File: src/rtl/lpre_pkg.sv
// Package: payload types, opcodes, sequencer states, constants and escape checks of the row encoder.
package lpre_pkg;

  localparam logic [28:0] MaxBytesReset = 29'd65536;
  localparam int unsigned NumDigits     = 20;

  typedef enum logic [3:0] {
    OP_TABLE   = 4'd0,
    OP_TAG     = 4'd1,
    OP_FIELD   = 4'd2,
    OP_NAME    = 4'd3,
    OP_EQUALS  = 4'd4,
    OP_TAGVAL  = 4'd5,
    OP_QUOTE   = 4'd6,
    OP_STRING  = 4'd7,
    OP_BOOL    = 4'd8,
    OP_INT     = 4'd9,
    OP_TSFIELD = 4'd10,
    OP_ENDTIME = 4'd11,
    OP_ENDNOW  = 4'd12
  } opcode_e;

  typedef enum logic [3:0] {
    ST_IDLE,
    ST_PRE,
    ST_SCALE,
    ST_CONV,
    ST_SIGN,
    ST_DIGITS,
    ST_BYTE,
    ST_SUFFIX
  } state_e;

  typedef struct packed {
    logic [3:0]  opcode;
    logic [7:0]  data_byte;
    logic [63:0] int_value;
    logic [1:0]  time_unit;
    logic        bool_value;
  } in_word_t;

  typedef struct packed {
    logic [7:0] out_byte;
    logic       out_valid;
    logic       last_of_item;
    logic       overflowed;
  } out_word_t;

  // one character request from the sequencer to the budget stage
  typedef struct packed {
    logic       req;
    logic [7:0] ch;
    logic       last;
  } char_req_t;

  function automatic logic is_name_esc(input logic [7:0] b);
    return (b == 8'h20) || (b == 8'h2C) || (b == 8'h3D);
  endfunction

  function automatic logic is_str_esc(input logic [7:0] b);
    return (b == 8'h5C) || (b == 8'h22);
  endfunction

endpackage

File: src/rtl/line_protocol_row_encoder.sv
// Top level of the line-protocol row encoder: token sequencer and decimal unit.
// Takes one row token at a time and writes its line-protocol text, one output word per
// character, each checked against the max_bytes budget (suppressed words still appear,
// with out_valid low). The block is busy for the whole token: a byte token goes through
// accept, then character, or accept, escape check or backslash, character when it passes
// the escape step; a numeric token is scaled (a shared adder does shift-and-add by 1000
// per unit step, up to three steps), converted binary-to-BCD (one shift-add-3 step per
// cycle over 20 digits, plus setup and finish), then written one character at a time.
// Output backpressure stalls the sequencer; a finished word waits in the output register.
module line_protocol_row_encoder #(
  parameter logic [28:0] MaxBytesRst = lpre_pkg::MaxBytesReset
) (
  input  logic                 clk_i,
  input  logic                 rst_ni,
  input  logic                 in_valid_i,
  output logic                 in_stall_o,
  input  lpre_pkg::in_word_t   in_word_i,
  output logic                 out_valid_o,
  input  logic                 out_stall_i,
  output lpre_pkg::out_word_t  out_word_o,
  input  logic                 cfg_we_i,
  input  logic [28:0]          cfg_wdata_i
);
  import lpre_pkg::*;

  state_e       state_q, state_d;
  in_word_t     tok_q, tok_d;
  logic [28:0]  max_q;
  logic         fs_q, fs_d;
  logic [63:0]  mag_q, mag_d;      // magnitude being scaled/converted
  logic         neg_q, neg_d;
  logic [79:0]  bcd_q, bcd_d;
  logic [6:0]   cnt_q, cnt_d;      // iteration counter
  logic [1:0]   unit_q, unit_d;    // remaining x1000 steps
  logic [4:0]   dig_q, dig_d;      // digit index being emitted
  logic [63:0]  acc_q, acc_d;      // scaling accumulator
  logic         sovf_q, sovf_d;    // scaling overflow pending
  logic         set_ovf;
  char_req_t    creq;
  logic         busy, ovf;
  logic         accept;
  logic         step;              // character taken this cycle
  logic [79:0]  bcd_adj;
  logic [64:0]  sum;
  logic [3:0]   cur_dig;
  logic [4:0]   top_dig;

  assign in_stall_o = (state_q != ST_IDLE);
  assign accept     = in_valid_i && !in_stall_o;
  assign step       = creq.req && !busy;

  always_ff @(posedge clk_i or negedge rst_ni) begin
    if (!rst_ni) begin
      max_q <= MaxBytesRst;
    end else if (cfg_we_i) begin
      max_q <= cfg_wdata_i;
    end
  end

  // add-3 correction across all digits, then shift in a magnitude bit
  always_comb begin
    bcd_adj = bcd_q;
    for (int k = 0; k < NumDigits; k++) begin
      if (bcd_q[k*4 +: 4] >= 4'd5) bcd_adj[k*4 +: 4] = bcd_q[k*4 +: 4] + 4'd3;
    end
  end

  // most significant nonzero digit index
  always_comb begin
    top_dig = 5'd0;
    for (int k = 0; k < NumDigits; k++) begin
      if (bcd_q[k*4 +: 4] != 4'd0) top_dig = 5'(k);
    end
  end

  assign cur_dig = bcd_q[dig_q*4 +: 4];
  // shared adder for x1000 scaling: acc += mag << shift where multiplier bit set
  assign sum = {1'b0, acc_q} + {1'b0, mag_q};

  // next state
  always_comb begin
    state_d = state_q;
    tok_d   = tok_q;
    fs_d    = fs_q;
    mag_d   = mag_q;
    neg_d   = neg_q;
    bcd_d   = bcd_q;
    cnt_d   = cnt_q;
    unit_d  = unit_q;
    dig_d   = dig_q;
    acc_d   = acc_q;
    sovf_d  = sovf_q;
    case (state_q)
      ST_IDLE: begin
        if (accept) begin
          tok_d  = in_word_i;
          neg_d  = in_word_i.int_value[63];
          mag_d  = in_word_i.int_value[63] ? (64'd0 - in_word_i.int_value)
                                           : in_word_i.int_value;
          unit_d = in_word_i.time_unit;
          acc_d  = '0;
          cnt_d  = '0;
          sovf_d = 1'b0;
          case (opcode_e'(in_word_i.opcode))
            OP_TABLE:   begin fs_d = 1'b0; state_d = ST_PRE; end
            OP_NAME, OP_TAGVAL, OP_STRING: state_d = ST_PRE;
            OP_TAG, OP_EQUALS, OP_QUOTE, OP_BOOL, OP_ENDNOW: state_d = ST_BYTE;
            OP_FIELD:   state_d = ST_BYTE;
            OP_INT: begin unit_d = 2'd0; state_d = ST_CONV; end
            OP_TSFIELD: state_d = ST_SCALE;
            OP_ENDTIME: state_d = ST_PRE;
            default:    state_d = ST_IDLE;
          endcase
          if (in_word_i.opcode == OP_TSFIELD && in_word_i.time_unit == 2'd0) begin
            state_d = ST_CONV;
          end
        end
      end
      ST_PRE: begin
        // escape backslash, or the leading space of end-with-time
        if (step) begin
          if (tok_q.opcode == OP_ENDTIME) begin
            state_d = (unit_q == 2'd0) ? ST_CONV : ST_SCALE;
          end else begin
            state_d = ST_BYTE;
          end
        end else if (tok_q.opcode != OP_ENDTIME && !creq.req) begin
          state_d = ST_BYTE;
        end
      end
      ST_SCALE: begin
        // one bit of x1000 (= 0b1111101000) per cycle; magnitude shifted left
        if (cnt_q < 7'd10) begin
          if (cnt_q == 7'd3 || cnt_q >= 7'd5) begin
            acc_d = sum[63:0];
            if (sum[64]) sovf_d = 1'b1;
          end
          if (mag_q[63]) begin
            if (cnt_q != 7'd9) sovf_d = 1'b1;
          end
          mag_d = {mag_q[62:0], 1'b0};
          cnt_d = cnt_q + 7'd1;
        end else begin
          mag_d  = acc_q;
          acc_d  = '0;
          cnt_d  = '0;
          unit_d = unit_q - 2'd1;
          if (unit_q == 2'd1 || sovf_q) state_d = ST_CONV;
        end
      end
      ST_CONV: begin
        if (cnt_q == 7'd0) begin
          // signed range check after scaling
          if (tok_q.opcode != OP_INT && tok_q.time_unit != 2'd0 && !sovf_q) begin
            if (neg_q ? (mag_q > 64'h8000_0000_0000_0000) : mag_q[63]) sovf_d = 1'b1;
          end
          if (sovf_q || (tok_q.opcode != OP_INT && tok_q.time_unit != 2'd0 &&
              (neg_q ? (mag_q > 64'h8000_0000_0000_0000) : mag_q[63]))) begin
            mag_d = '0;
            neg_d = 1'b0;
          end
          bcd_d = '0;
          cnt_d = 7'd1;
        end else if (cnt_q <= 7'd64) begin
          bcd_d = {bcd_adj[78:0], mag_q[63]};
          mag_d = {mag_q[62:0], 1'b0};
          cnt_d = cnt_q + 7'd1;
        end else begin
          dig_d   = top_dig;
          state_d = neg_q ? ST_SIGN : ST_DIGITS;
        end
      end
      ST_SIGN:   if (step) state_d = ST_DIGITS;
      ST_DIGITS: begin
        if (step) begin
          if (dig_q == 5'd0) state_d = ST_SUFFIX;
          else dig_d = dig_q - 5'd1;
        end
      end
      ST_BYTE: begin
        if (step) begin
          state_d = ST_IDLE;
          if (tok_q.opcode == OP_FIELD) fs_d = 1'b1;
          if (tok_q.opcode == OP_ENDNOW) fs_d = 1'b0;
        end
      end
      ST_SUFFIX: begin
        if (step) begin
          state_d = ST_IDLE;
          if (tok_q.opcode == OP_ENDTIME) fs_d = 1'b0;
        end
      end
      default: state_d = ST_IDLE;
    endcase
  end

  // character requests and overflow raise
  always_comb begin
    creq    = '0;
    set_ovf = 1'b0;
    case (state_q)
      ST_PRE: begin
        if (tok_q.opcode == OP_ENDTIME) begin
          creq.req = 1'b1; creq.ch = 8'h20;
        end else if (tok_q.opcode == OP_STRING) begin
          creq.req = is_str_esc(tok_q.data_byte) || tok_q.data_byte == 8'h0A ||
                     tok_q.data_byte == 8'h0D;
          creq.ch  = 8'h5C;
        end else if (tok_q.opcode == OP_TAGVAL) begin
          creq.req = is_name_esc(tok_q.data_byte) || tok_q.data_byte == 8'h0A ||
                     tok_q.data_byte == 8'h0D;
          creq.ch  = 8'h5C;
        end else begin
          creq.req = is_name_esc(tok_q.data_byte);
          creq.ch  = 8'h5C;
        end
      end
      ST_CONV: begin
        if (cnt_q == 7'd0 && tok_q.opcode != OP_INT && tok_q.time_unit != 2'd0) begin
          set_ovf = sovf_q || (neg_q ? (mag_q > 64'h8000_0000_0000_0000) : mag_q[63]);
        end
      end
      ST_SIGN:   begin creq.req = 1'b1; creq.ch = 8'h2D; end
      ST_DIGITS: begin creq.req = 1'b1; creq.ch = {4'h3, cur_dig}; end
      ST_SUFFIX: begin
        creq.req  = 1'b1;
        creq.last = 1'b1;
        case (opcode_e'(tok_q.opcode))
          OP_INT:     creq.ch = 8'h69;
          OP_TSFIELD: creq.ch = 8'h74;
          default:    creq.ch = 8'h0A;
        endcase
      end
      ST_BYTE: begin
        creq.req  = 1'b1;
        creq.last = 1'b1;
        case (opcode_e'(tok_q.opcode))
          OP_TAG:    creq.ch = 8'h2C;
          OP_FIELD:  creq.ch = fs_q ? 8'h2C : 8'h20;
          OP_EQUALS: creq.ch = 8'h3D;
          OP_QUOTE:  creq.ch = 8'h22;
          OP_BOOL:   creq.ch = tok_q.bool_value ? 8'h74 : 8'h66;
          OP_ENDNOW: creq.ch = 8'h0A;
          OP_TAGVAL, OP_STRING: begin
            case (tok_q.data_byte)
              8'h0A:   creq.ch = 8'h6E;
              8'h0D:   creq.ch = 8'h72;
              default: creq.ch = tok_q.data_byte;
            endcase
          end
          default:   creq.ch = tok_q.data_byte;
        endcase
      end
      default: ;
    endcase
  end

  always_ff @(posedge clk_i or negedge rst_ni) begin
    if (!rst_ni) begin
      state_q <= ST_IDLE;
      fs_q    <= 1'b0;
    end else begin
      state_q <= state_d;
      fs_q    <= fs_d;
    end
  end

  always_ff @(posedge clk_i) begin
    tok_q  <= tok_d;
    mag_q  <= mag_d;
    neg_q  <= neg_d;
    bcd_q  <= bcd_d;
    cnt_q  <= cnt_d;
    unit_q <= unit_d;
    dig_q  <= dig_d;
    acc_q  <= acc_d;
    sovf_q <= sovf_d;
  end

  lpre_budget u_budget (
    .clk_i       (clk_i),
    .rst_ni      (rst_ni),
    .max_bytes_i (max_q),
    .req_i       (creq),
    .set_ovf_i   (set_ovf),
    .busy_o      (busy),
    .ovf_o       (ovf),
    .out_valid_o (out_valid_o),
    .out_stall_i (out_stall_i),
    .out_word_o  (out_word_o)
  );

  logic unused_ovf;
  assign unused_ovf = ovf;
endmodule

File: src/rtl/lpre_budget.sv
// Byte budget: counts emitted characters, sticky overflow, and the output register.
module lpre_budget (
  input  logic                  clk_i,
  input  logic                  rst_ni,
  input  logic [28:0]           max_bytes_i,
  input  lpre_pkg::char_req_t   req_i,
  input  logic                  set_ovf_i,
  output logic                  busy_o,
  output logic                  ovf_o,
  output logic                  out_valid_o,
  input  logic                  out_stall_i,
  output lpre_pkg::out_word_t   out_word_o
);
  import lpre_pkg::*;

  logic [28:0] cnt_q, cnt_d;
  logic        ovf_q, ovf_d;
  logic        vld_q, vld_d;
  out_word_t   word_q, word_d;
  logic        emit;

  assign busy_o = vld_q && out_stall_i;
  assign ovf_o  = ovf_q;

  always_comb begin
    cnt_d  = cnt_q;
    ovf_d  = ovf_q | set_ovf_i;
    vld_d  = vld_q && out_stall_i;
    word_d = word_q;
    emit   = 1'b0;
    if (req_i.req && !busy_o) begin
      if (!ovf_q) begin
        if (cnt_q >= max_bytes_i) begin
          ovf_d = 1'b1;
        end else begin
          emit  = 1'b1;
          cnt_d = cnt_q + 29'd1;
        end
      end
      vld_d               = 1'b1;
      word_d.out_byte     = emit ? req_i.ch : 8'd0;
      word_d.out_valid    = emit;
      word_d.last_of_item = req_i.last;
      word_d.overflowed   = ovf_d;
    end
  end

  always_ff @(posedge clk_i or negedge rst_ni) begin
    if (!rst_ni) begin
      cnt_q <= '0;
      ovf_q <= 1'b0;
      vld_q <= 1'b0;
    end else begin
      cnt_q <= cnt_d;
      ovf_q <= ovf_d;
      vld_q <= vld_d;
    end
  end

  always_ff @(posedge clk_i) begin
    word_q <= word_d;
  end

  assign out_valid_o = vld_q;
  assign out_word_o  = word_q;
endmodule

File: config.mk
export PLATFORM = sky130hd
export DESIGN_NAME = line_protocol_row_encoder
export DESIGN_NICKNAME = d
export VERILOG_FILES = /design/src/rtl/lpre_pkg.sv /design/src/rtl/line_protocol_row_encoder.sv /design/src/rtl/lpre_budget.sv
export SDC_FILE = /design/constraint.sdc
export NUM_CORES = 1
export LEC_CHECK = 0
export BUFFER_PORTS_ARGS = -buffer_cell sky130_fd_sc_hd__buf_4
export CORE_MARGIN = 5
export CORE_UTILIZATION = 35
export DETAILED_ROUTE_END_ITERATION = 10
export PLACE_DENSITY_LB_ADDON = 0.1
export SLEW_MARGIN = 20
export SYNTH_ARGS = -nofsm -noshare
export SYNTH_HDL_FRONTEND = slang
export SYNTH_HIERARCHICAL = 1
export SYNTH_SLANG_ARGS = --single-unit
export TNS_END_PERCENT = 50
File: constraint.sdc
create_clock -name clk_i -period 7.1 [get_ports clk_i]
set_input_delay 1.065 -clock clk_i [delete_from_list [all_inputs] [get_ports clk_i]]
set_output_delay 1.065 -clock clk_i [all_outputs]
set_load 0.05 [all_outputs]
==> results.cfg, run 1 <==
[run_status]
status = finished clean

[global_routing]
grt_max_degree = 82
grt_pass1_wl_mm = 105
groute.usage.overall_pct = 18.5
overflow = 0
grt_pass1_vias = 18100
antenna_found_initial = 3

[timing]
final-hold-violation-count = 0
layout_min_cycle_time_ns = 3.94
timing.fmax_ghz = 0.254
setup_violations = 0
fin_skew_ns = 0.0204
rsz0062_at_grt = no
max-slew-margin-rel_pct = 30.3
tns_ns = 0
hold_ws_ns = 0.482
final_max_slew_viol_count = 0
period_share_pct = 55.5
worst_pin_slew_ns = 1.04

[power]
power_switching_share_pct = 42.2
p_leak_nw = 9.94
pwr-share-clk_pct = 21.8
combPwrFrac_pct = 43.8
cellPowerDensity_mw_per_mm2 = 350
peakVddDrop_mv = 0.182
p_switching_w = 0.00374
p_seq_share_pct = 34.3
p_int_w = 0.00513
power_w = 0.00887

[clock_network]
cts-root-buf = clkbuf_16
htree_levels = 2
clock-sinks = 314
clkLatencyLatePin_ns = 0.58
tritoncts.num_buffers = 40
cts.path.max_buffers = 3
cts_tree = done
clk_pin_slew_ns = 0.06
cts_resized = 0
cts_setup_buffers = 0
cts_hold_buf = 0

[cells_and_area]
num-fill-cells = 6257
final_util_pct = 40.1
area_delta_synth_final_pct = 13.1
final_common_cell = edfxtp_1
nNetsFinal = 2707
layout_common_cells = edfxtp_1, nor2_1, nand2_1
drive_above_1_share_pct = 11.7

[synth]
synth_area_leaders = edfxtp_1, ha_1, dfrtp_1
synth_cell_type_count = 91
synth-seq-cells = 314
synth_fp_nets = 2639
synth_enable_flop_cells = 250
yosysTopAreaCell = edfxtp_1
synth_ff_type = edfxtp_1
syn_avg_cell_area_sq_um = 9.41
netlist_area_sq_mm = 0.0224
synth_warnings = 6
synth_top_area_share_pct = 33.5
synthArstFlopShare_pct = 20.4
ys_seq_area_share_pct = 40.7
synthCells = 2382

[die]
fp.dieH_um = 263
start_util_pct = 35.5
num_rows = 92
io_pins = 126
die-area_sq_mm = 0.0692
fp.dieW_um = 263
coreArea_sq_mm = 0.0632

[route]
initialDrtViolationCount = 1449
met1_length_mm = 31.6
vias_per_cell = 5.55
wl_met2_mm = 30.8
drcViolationCount = 0
drt_wl_total_mm = 66.6
top_layer_used = met5
first_pass_iters = 8
post_drt_wl_per_cell_um = 20.0
dr_wl_met3_mm = 2.84
vias = 18500
postRouteAntennaNets = 0

[placement]
finalWeightedCongestion = 0.896
io_buffers = 125
hpwl_mm = 48.2

[critical_path]
crit_fanout = 68
cp-start-kind = flip-flop
worstSetupPathType = reg -> reg
cp.arrival_ns = 4.34
crit_required_ns = 7.49
endpoint_kind = flip-flop

[min_path]
hp-class = reg -> reg

[flow_run]
max_cap_viol_count = 0
[sequential cells by signal, indices dropped and copies added (netlist names), 2 cells and up]
| signal | count |
|---|---|
| state_q | 3 |
| cnt_q | 7 |
| u_budget/out_word_o | 11 |
| max_q | 29 |
| dig_q | 5 |
| u_budget/cnt_q | 29 |
| mag_q | 64 |
| tok_q | 15 |
| acc_q | 64 |
| bcd_q | 80 |
| unit_q | 2 |
[synth_stat cells, types with 57 or more instances]
master / n
nand2_1: 208
xor2_1: 118
inv_1: 114
nor2_1: 240
o21ai_0: 169
ha_1: 143
nor3_1: 68
dfrtp_1: 63
a21oi_1: 188
xnor2_1: 57
clkbuf_1: 97
edfxtp_1: 250
[area by class of cell]
class | instances | area, sq um | share of cell area (%)
Multi-Input combinational cell | 1840 | 12500 | 49.2
Sequential cell | 314 | 9110 | 36.0
Clock buffer | 58 | 1110 | 4.38
Tap cell | 846 | 1060 | 4.18
Timing Repair Buffer | 140 | 1050 | 4.16
Inverter | 114 | 428 | 1.69
Clock inverter | 16 | 100 | 0.395
Antenna cell | 1 | 2.50 | 0.00988
[cells by family (layout without fill, tap and decap cells)]
logic type               Yosys count  count (layout)  share of synthesized area (%)
flip-flops                       314             314                           40.7
AO/OA/AOI/OAI                    634             634                           17.7
AND/OR/NAND/NOR                  820             820                           18.2
XOR/XNOR                         175             175                           6.84
multiplexers                      67              67                           4.51
buffers and inverters            228             328                           3.97
adder cells (fa/ha/maj)          144             144                           8.07
other                              0               1                              0
[critical path: stages (launching register included)]
cell and delay [ns]:
dfrtp_1 0.74, inv_1 0.18, nor2_4 0.10, buf_4 0.55
nand2_1 0.42, o21ai_4 0.84, buf_4 0.55, a222oi_1 0.19
o21ai_0 0.14
[power by group through the flow]
stage	combinational [W]	clock (W)	sequential, W
floorplan	0.00281	0	0.00295
global placement	0.00387	0	0.00308
detailed placement	0.00386	0	0.00308
CTS	0.00388	0.00201	0.00305
global route	0.00431	0.00208	0.00310
finish	0.00389	0.00194	0.00305
[through the flow]
stage,cells,instance area [sq um],setup WS [ns]
after floorplan,2382,22400,2.01
after global placement,3254,24100,3.00
after detailed placement,3254,24100,2.99
after CTS,3328,25300,3.16
after global routing,3328,25300,2.84
final,3329,25300,3.16
[path summary, 6_finish.rpt]
kind,start,end,slack (ns),cells past startpoint
worst max-delay path,state_q[1]$_DFFE_PN0P_,mag_q[58]$_DFFE_PP_,3.16,8
worst min-delay path,u_budget/cnt_q[28]$_DFFE_PN0P_,u_budget/cnt_q[28]$_DFFE_PN0P_,0.48,1
worst max register to register,state_q[1]$_DFFE_PN0P_,mag_q[58]$_DFFE_PP_,3.16,8
worst min register to register,u_budget/cnt_q[28]$_DFFE_PN0P_,u_budget/cnt_q[28]$_DFFE_PN0P_,0.48,1
max in group asynchronous,rst_ni,state_q[0]$_DFFE_PN0P_,5.92,1
min in group asynchronous,rst_ni,max_q[25]$_DFFE_PN0P_,0.59,1
[routing by layer]
metal / vias to the layer above / track usage (%)
met5: - / 0
met4: 2 / 3.80
met3: 83 / 2.57
met2: 431 / 30.2
met1: 9013 / 26.3
li1: 8959 / -
No activity file was read; power rests on OpenSTA's default activity.
==> inputs of run 2 (changes only) <==
Clock period 7.1 ns to 3.4 ns, I/O delays scaled along.
==> results.cfg, run 2 (same netlist as run 1, synthesis figures left out) <==
[critical_path]
cp_slowest_stage_delay_ns = 0.61
cp_common_cell = nor4_1
cp-start-kind = flip-flop
crit_path_cell_trace = nor4_1 > nand4_1 > nor4_1 > a41oi_1 > o211a_1 > o41a_2 > buf_12
endpoint_kind = flip-flop
crit_required_ns = 3.68
crit_fanout = 46
cp_slowest_cell = nor4_1
cp.arrival_ns = 3.68
worstSetupPathType = reg -> reg

[die]
die-area_sq_mm = 0.0692
start_util_pct = 35.5
fp.dieH_um = 263
num_rows = 92
fp.dieW_um = 263
coreArea_sq_mm = 0.0632
io_pins = 126

[route]
top_layer_used = met5
dr_wl_met3_mm = 2.75
wl_met2_mm = 31.7
vias_per_cell = 5.47
vias = 18800
drt_wl_total_mm = 66.9
met1_length_mm = 31.1
post_drt_wl_per_cell_um = 19.5
initialDrtViolationCount = 1351
first_pass_iters = 5
postRouteAntennaNets = 0
drcViolationCount = 0

[cells_and_area]
reg_top3 = bcd_q (80), acc_q (64), mag_q (64)
nNetsFinal = 2815
num-fill-cells = 6261
drive_above_1_share_pct = 16.0
layout_common_cells = edfxtp_1, buf_4, nor2_1
postLayoutCellArea_sq_mm = 0.0264
final_common_cell = edfxtp_1
final_util_pct = 41.7
largest_reg_flops = 80
area_delta_synth_final_pct = 17.6
final_cells = 3436
regMostFlops = bcd_q

[power]
peakVddDrop_mv = 0.325
cellPowerDensity_mw_per_mm2 = 738
p_leak_nw = 10.5

[timing]
hold_ws_ns = 0.0696
final_max_slew_viol_count = 0
tns_ns = 0
period_share_pct = 100
rsz0062_at_grt = yes
worst_pin_slew_ns = 1.00
layout_min_cycle_time_ns = 3.40
fin_skew_ns = 0.0127
setup_violations = 0
final-hold-violation-count = 0
timing.fmax_ghz = 0.294
max-slew-margin-rel_pct = 32.6

[placement]
place_inst = 3361
finalWeightedCongestion = 0.896
io_buffers = 125
place_area_sq_mm = 0.0250
hpwl_mm = 49.8

[clock_network]
tritoncts.num_buffers = 41
clkLatencyLatePin_ns = 0.56
clock-sinks = 314
cts_hold_buf = 0
clk_pin_slew_ns = 0.06
htree_levels = 2
cts-root-buf = clkbuf_16
cts.path.max_buffers = 3
cts_tree = done

[global_routing]
overflow = 0
groute.usage.overall_pct = 18.5
grt_max_degree = 81
antenna_found_initial = 2
grt_pass1_vias = 18800
grt_pass1_wl_mm = 106

[flow_run]
max_cap_viol_count = 0

[run_status]
status = finished clean

[min_path]
hp-class = in -> async
[run 2: cell count changes in the layout (fill, tap and decap cells not counted), sizes merged]
cell / change
buf: +107
clkbuf: -6
bufinv: +3
clkinvlp: +2
clkinv: +1
[run 2: routing by layer]
| metal | vias to the layer above | GRT usage, % |
|---|---|---|
| met3 | 75 | 2.59 |
| met4 | 2 | 4.36 |
| met1 | 9200 | 25.3 |
| met5 | - | 0 |
| met2 | 346 | 31.5 |
| li1 | 9160 | - |
[run 2: report_power, final]
part	internal (W)	total (W)	leakage (nW)	switching [W]
Clock	0.00253	0.00429	0.629	0.00176
Combinational	0.00358	0.00897	6.76	0.00539
Sequential	0.00540	0.00619	3.13	0.000796
Total	0.0115	0.0194	10.5	0.00795
[run 2: repair_timing]
action | 4_1_cts | 5_1_grt
gates resized for setup | 3 | 15
buffers inserted | 0 | 0
gates cloned | 0 | 0
setup endpoints to repair | 4 | 16
endpoints found under the hold margin | 0 | 0
pin swaps | 1 | 3
[run 2: path summary, 6_finish.rpt]
kind / start / depth (start not counted) / endpoint / slack [ns]
min in group clk_i: in_word_i[68] / 1 / tok_q[68]$_DFFE_PP_ / 0.12
max in group asynchronous: rst_ni / 1 / u_budget/cnt_q[0]$_DFFE_PN0P_ / 2.76
hold reg to reg: u_budget/cnt_q[28]$_DFFE_PN0P_ / 1 / u_budget/cnt_q[28]$_DFFE_PN0P_ / 0.48
hold / removal: rst_ni / 1 / max_q[25]$_DFFE_PN0P_ / 0.07
setup / recovery: mag_q[59]$_DFFE_PP_ / 7 / mag_q[50]$_DFFE_PP_ / 0.0007
setup reg to reg: mag_q[59]$_DFFE_PP_ / 7 / mag_q[50]$_DFFE_PP_ / 0.0007
[run 2: layout make-up]
cell class / count / area, sq um / area share, %
Multi-Input combinational cell: 1840 / 12600 / 47.7
Sequential cell: 314 / 9110 / 34.6
Timing Repair Buffer: 247 / 1900 / 7.22
Clock buffer: 52 / 1110 / 4.20
Tap cell: 846 / 1060 / 4.01
Inverter: 114 / 428 / 1.62
Clock inverter: 22 / 189 / 0.717
Antenna cell: 1 / 2.50 / 0.00949
[run 2: metrics by stage]
step	total power (W)	setup slack (ns)
detailed placement	0.0151	-0.101
global route	0.0208	-0.00383
CTS	0.0196	0.00479
finish	0.0194	0.000655
floorplan	0.0120	-0.525
global placement	0.0151	-0.0861
[run 2: worst max-delay path: cells and delay by family, from the launching register on]
family / cells / cell delay [ns]
simple gates: 3 / 1.40
compound gates: 3 / 0.96
flops: 1 / 0.47
buf+inv: 1 / 0.22
==> inputs of run 3 (changes only) <==
Settings changed: CORE_UTILIZATION 35 to 45.
==> results.cfg, run 3 (same netlist as run 1, synthesis figures left out) <==
[die]
io_pins = 126
num_rows = 81
fp.dieH_um = 233
coreArea_sq_mm = 0.0492
start_util_pct = 45.6
fp.dieW_um = 233
die-area_sq_mm = 0.0544

[timing]
timing.fmax_ghz = 0.309
fin_skew_ns = 0.0306
period_share_pct = 95.3
final_max_slew_viol_count = 0
layout_min_cycle_time_ns = 3.24
final-hold-violation-count = 0
hold_ws_ns = 0.0468
tns_ns = 0
worst_pin_slew_ns = 1.08
setup_violations = 0
max-slew-margin-rel_pct = 27.7

[critical_path]
cp-start-kind = flip-flop
crit_required_ns = 3.67
cp.arrival_ns = 3.51
cp_slowest_cell = a2111oi_1
cp_slowest_stage_delay_ns = 0.38
crit_fanout = 3
worstSetupPathType = reg -> reg
crit_path_cell_trace = ha_1 > fa_1 > nand3_1 > a211oi_2 > o21ai_0 > a2111oi_1 > buf_4 > o2111ai_4 > buf_4 > a211o_1 > nand2_1 > xnor2_1 > nor2_1
endpoint_kind = flip-flop
cp_common_cell = buf_4

[cells_and_area]
postLayoutCellArea_sq_mm = 0.0263
largest_reg_flops = 80
nNetsFinal = 2829
diodes = 0
regMostFlops = bcd_q
area_delta_synth_final_pct = 17.3
layout_common_cells = buf_4, edfxtp_1, nor2_1
reg_top3 = bcd_q (80), acc_q (64), mag_q (64)
drive_above_1_share_pct = 16.5
num-fill-cells = 4458
final_common_cell = buf_4

[flow_run]
max_cap_viol_count = 0

[route]
vias = 18900
vias_per_cell = 5.81
post_drt_wl_per_cell_um = 19.4
drt_wl_total_mm = 63.4
initialDrtViolationCount = 1466
postRouteAntennaNets = 0
first_pass_iters = 6
drcViolationCount = 0

[global_routing]
groute.usage.overall_pct = 22.8
antenna_found_initial = 2
grt_pass1_vias = 18500
overflow = 0
grt_pass1_wl_mm = 101
grt_max_degree = 81

[run_status]
status = finished clean

[clock_network]
clkLatencyLatePin_ns = 0.57
cts-root-buf = clkbuf_16
tritoncts.num_buffers = 39
cts_tree = done
clock-sinks = 314
cts_setup_buffers = 0
cts.path.max_buffers = 3
htree_levels = 2
cts_hold_buf = 0
clk_pin_slew_ns = 0.06

[placement]
io_buffers = 125
finalWeightedCongestion = 0.889
place_area_sq_mm = 0.0249
hpwl_mm = 46.9

[min_path]
hp-class = in -> async

[power]
power_w = 0.0195
p_leak_nw = 10.6
cellPowerDensity_mw_per_mm2 = 743
peakVddDrop_mv = 0.340
-- run 3: cell count changes in the layout (fill, tap and decap cells not counted), sizes merged --
cell / previous run / this run
bufinv: 3 / 5
clkinv: 15 / 14
clkinvlp: 2 / 3
clkbuf: 52 / 44
buf: 247 / 263
inv: 116 / 115
diode: 1 / 0
-- run 3: layout make-up --
cell class	count	area, sq um	share of cell area [%]
Inverter	114	428	1.63
Clock inverter	23	267	1.01
Timing Repair Buffer	263	2090	7.94
Clock buffer	44	1030	3.90
Sequential cell	314	9110	34.7
Multi-Input combinational cell	1840	12500	47.7
Tap cell	664	831	3.16
-- run 3: what timing repair did --
item / CTS / global route
endpoints found under the setup margin: 3 / 14
hold endpoints to repair: 0 / 0
pin swaps: 0 / 2
resized for setup: 1 / 12
-- run 3: layer usage --
layer | up-vias | global-route usage [%] | wire, um
met5 | - | 0 | 23
met4 | 4 | 6.02 | 1490
met3 | 91 | 4.16 | 3500
met2 | 472 | 36.7 | 29300
met1 | 9185 | 32.0 | 29000
li1 | 9190 | - | -
-- run 3: where the power goes --
group          total, W  switching (W)  internal, W  leakage (nW)
Clock           0.00428        0.00173      0.00255         0.624
Sequential      0.00616       0.000765      0.00539          3.13
Combinational   0.00910        0.00538      0.00372          6.84
Total            0.0195        0.00787       0.0117          10.6
-- run 3: path summary, 6_finish.rpt --
kind	cells past startpoint	from	slack, ns	to
max	13	acc_q[0]$_SDFFCE_PP0P_	0.16	acc_q[50]$_SDFFCE_PP0P_
min reg2reg	1	u_budget/cnt_q[28]$_DFFE_PN0P_	0.48	u_budget/cnt_q[28]$_DFFE_PN0P_
min	1	rst_ni	0.05	max_q[22]$_DFFE_PN0P_
max reg2reg	13	acc_q[0]$_SDFFCE_PP0P_	0.16	acc_q[50]$_SDFFCE_PP0P_
min in group clk_i	1	in_word_i[71]	0.11	tok_q[71]$_DFFE_PP_
max in group asynchronous	1	rst_ni	2.80	u_budget/cnt_q[4]$_DFFE_PN0P_
-- run 3: through the flow --
step / utilization (%) / std cells / worst slack [ns]
after floorplan: - / 2382 / -0.525
after global placement: 50.7 / 3195 / 0.0533
after detailed placement: 50.7 / 3195 / -0.0195
after CTS: 53.4 / 3262 / 0.0720
after global routing: 53.5 / 3262 / -0.00732
final: 53.5 / 3262 / 0.160
-- run 3: worst max-delay path: cells and delay by family (launching register included) --
kind,cells,cell delay (ns)
fa+ha+maj,2,0.42
buf+inv,2,0.45
compound gates,5,1.37
xor+xnor,1,0.11
simple gates,3,0.26
flops,1,0.35
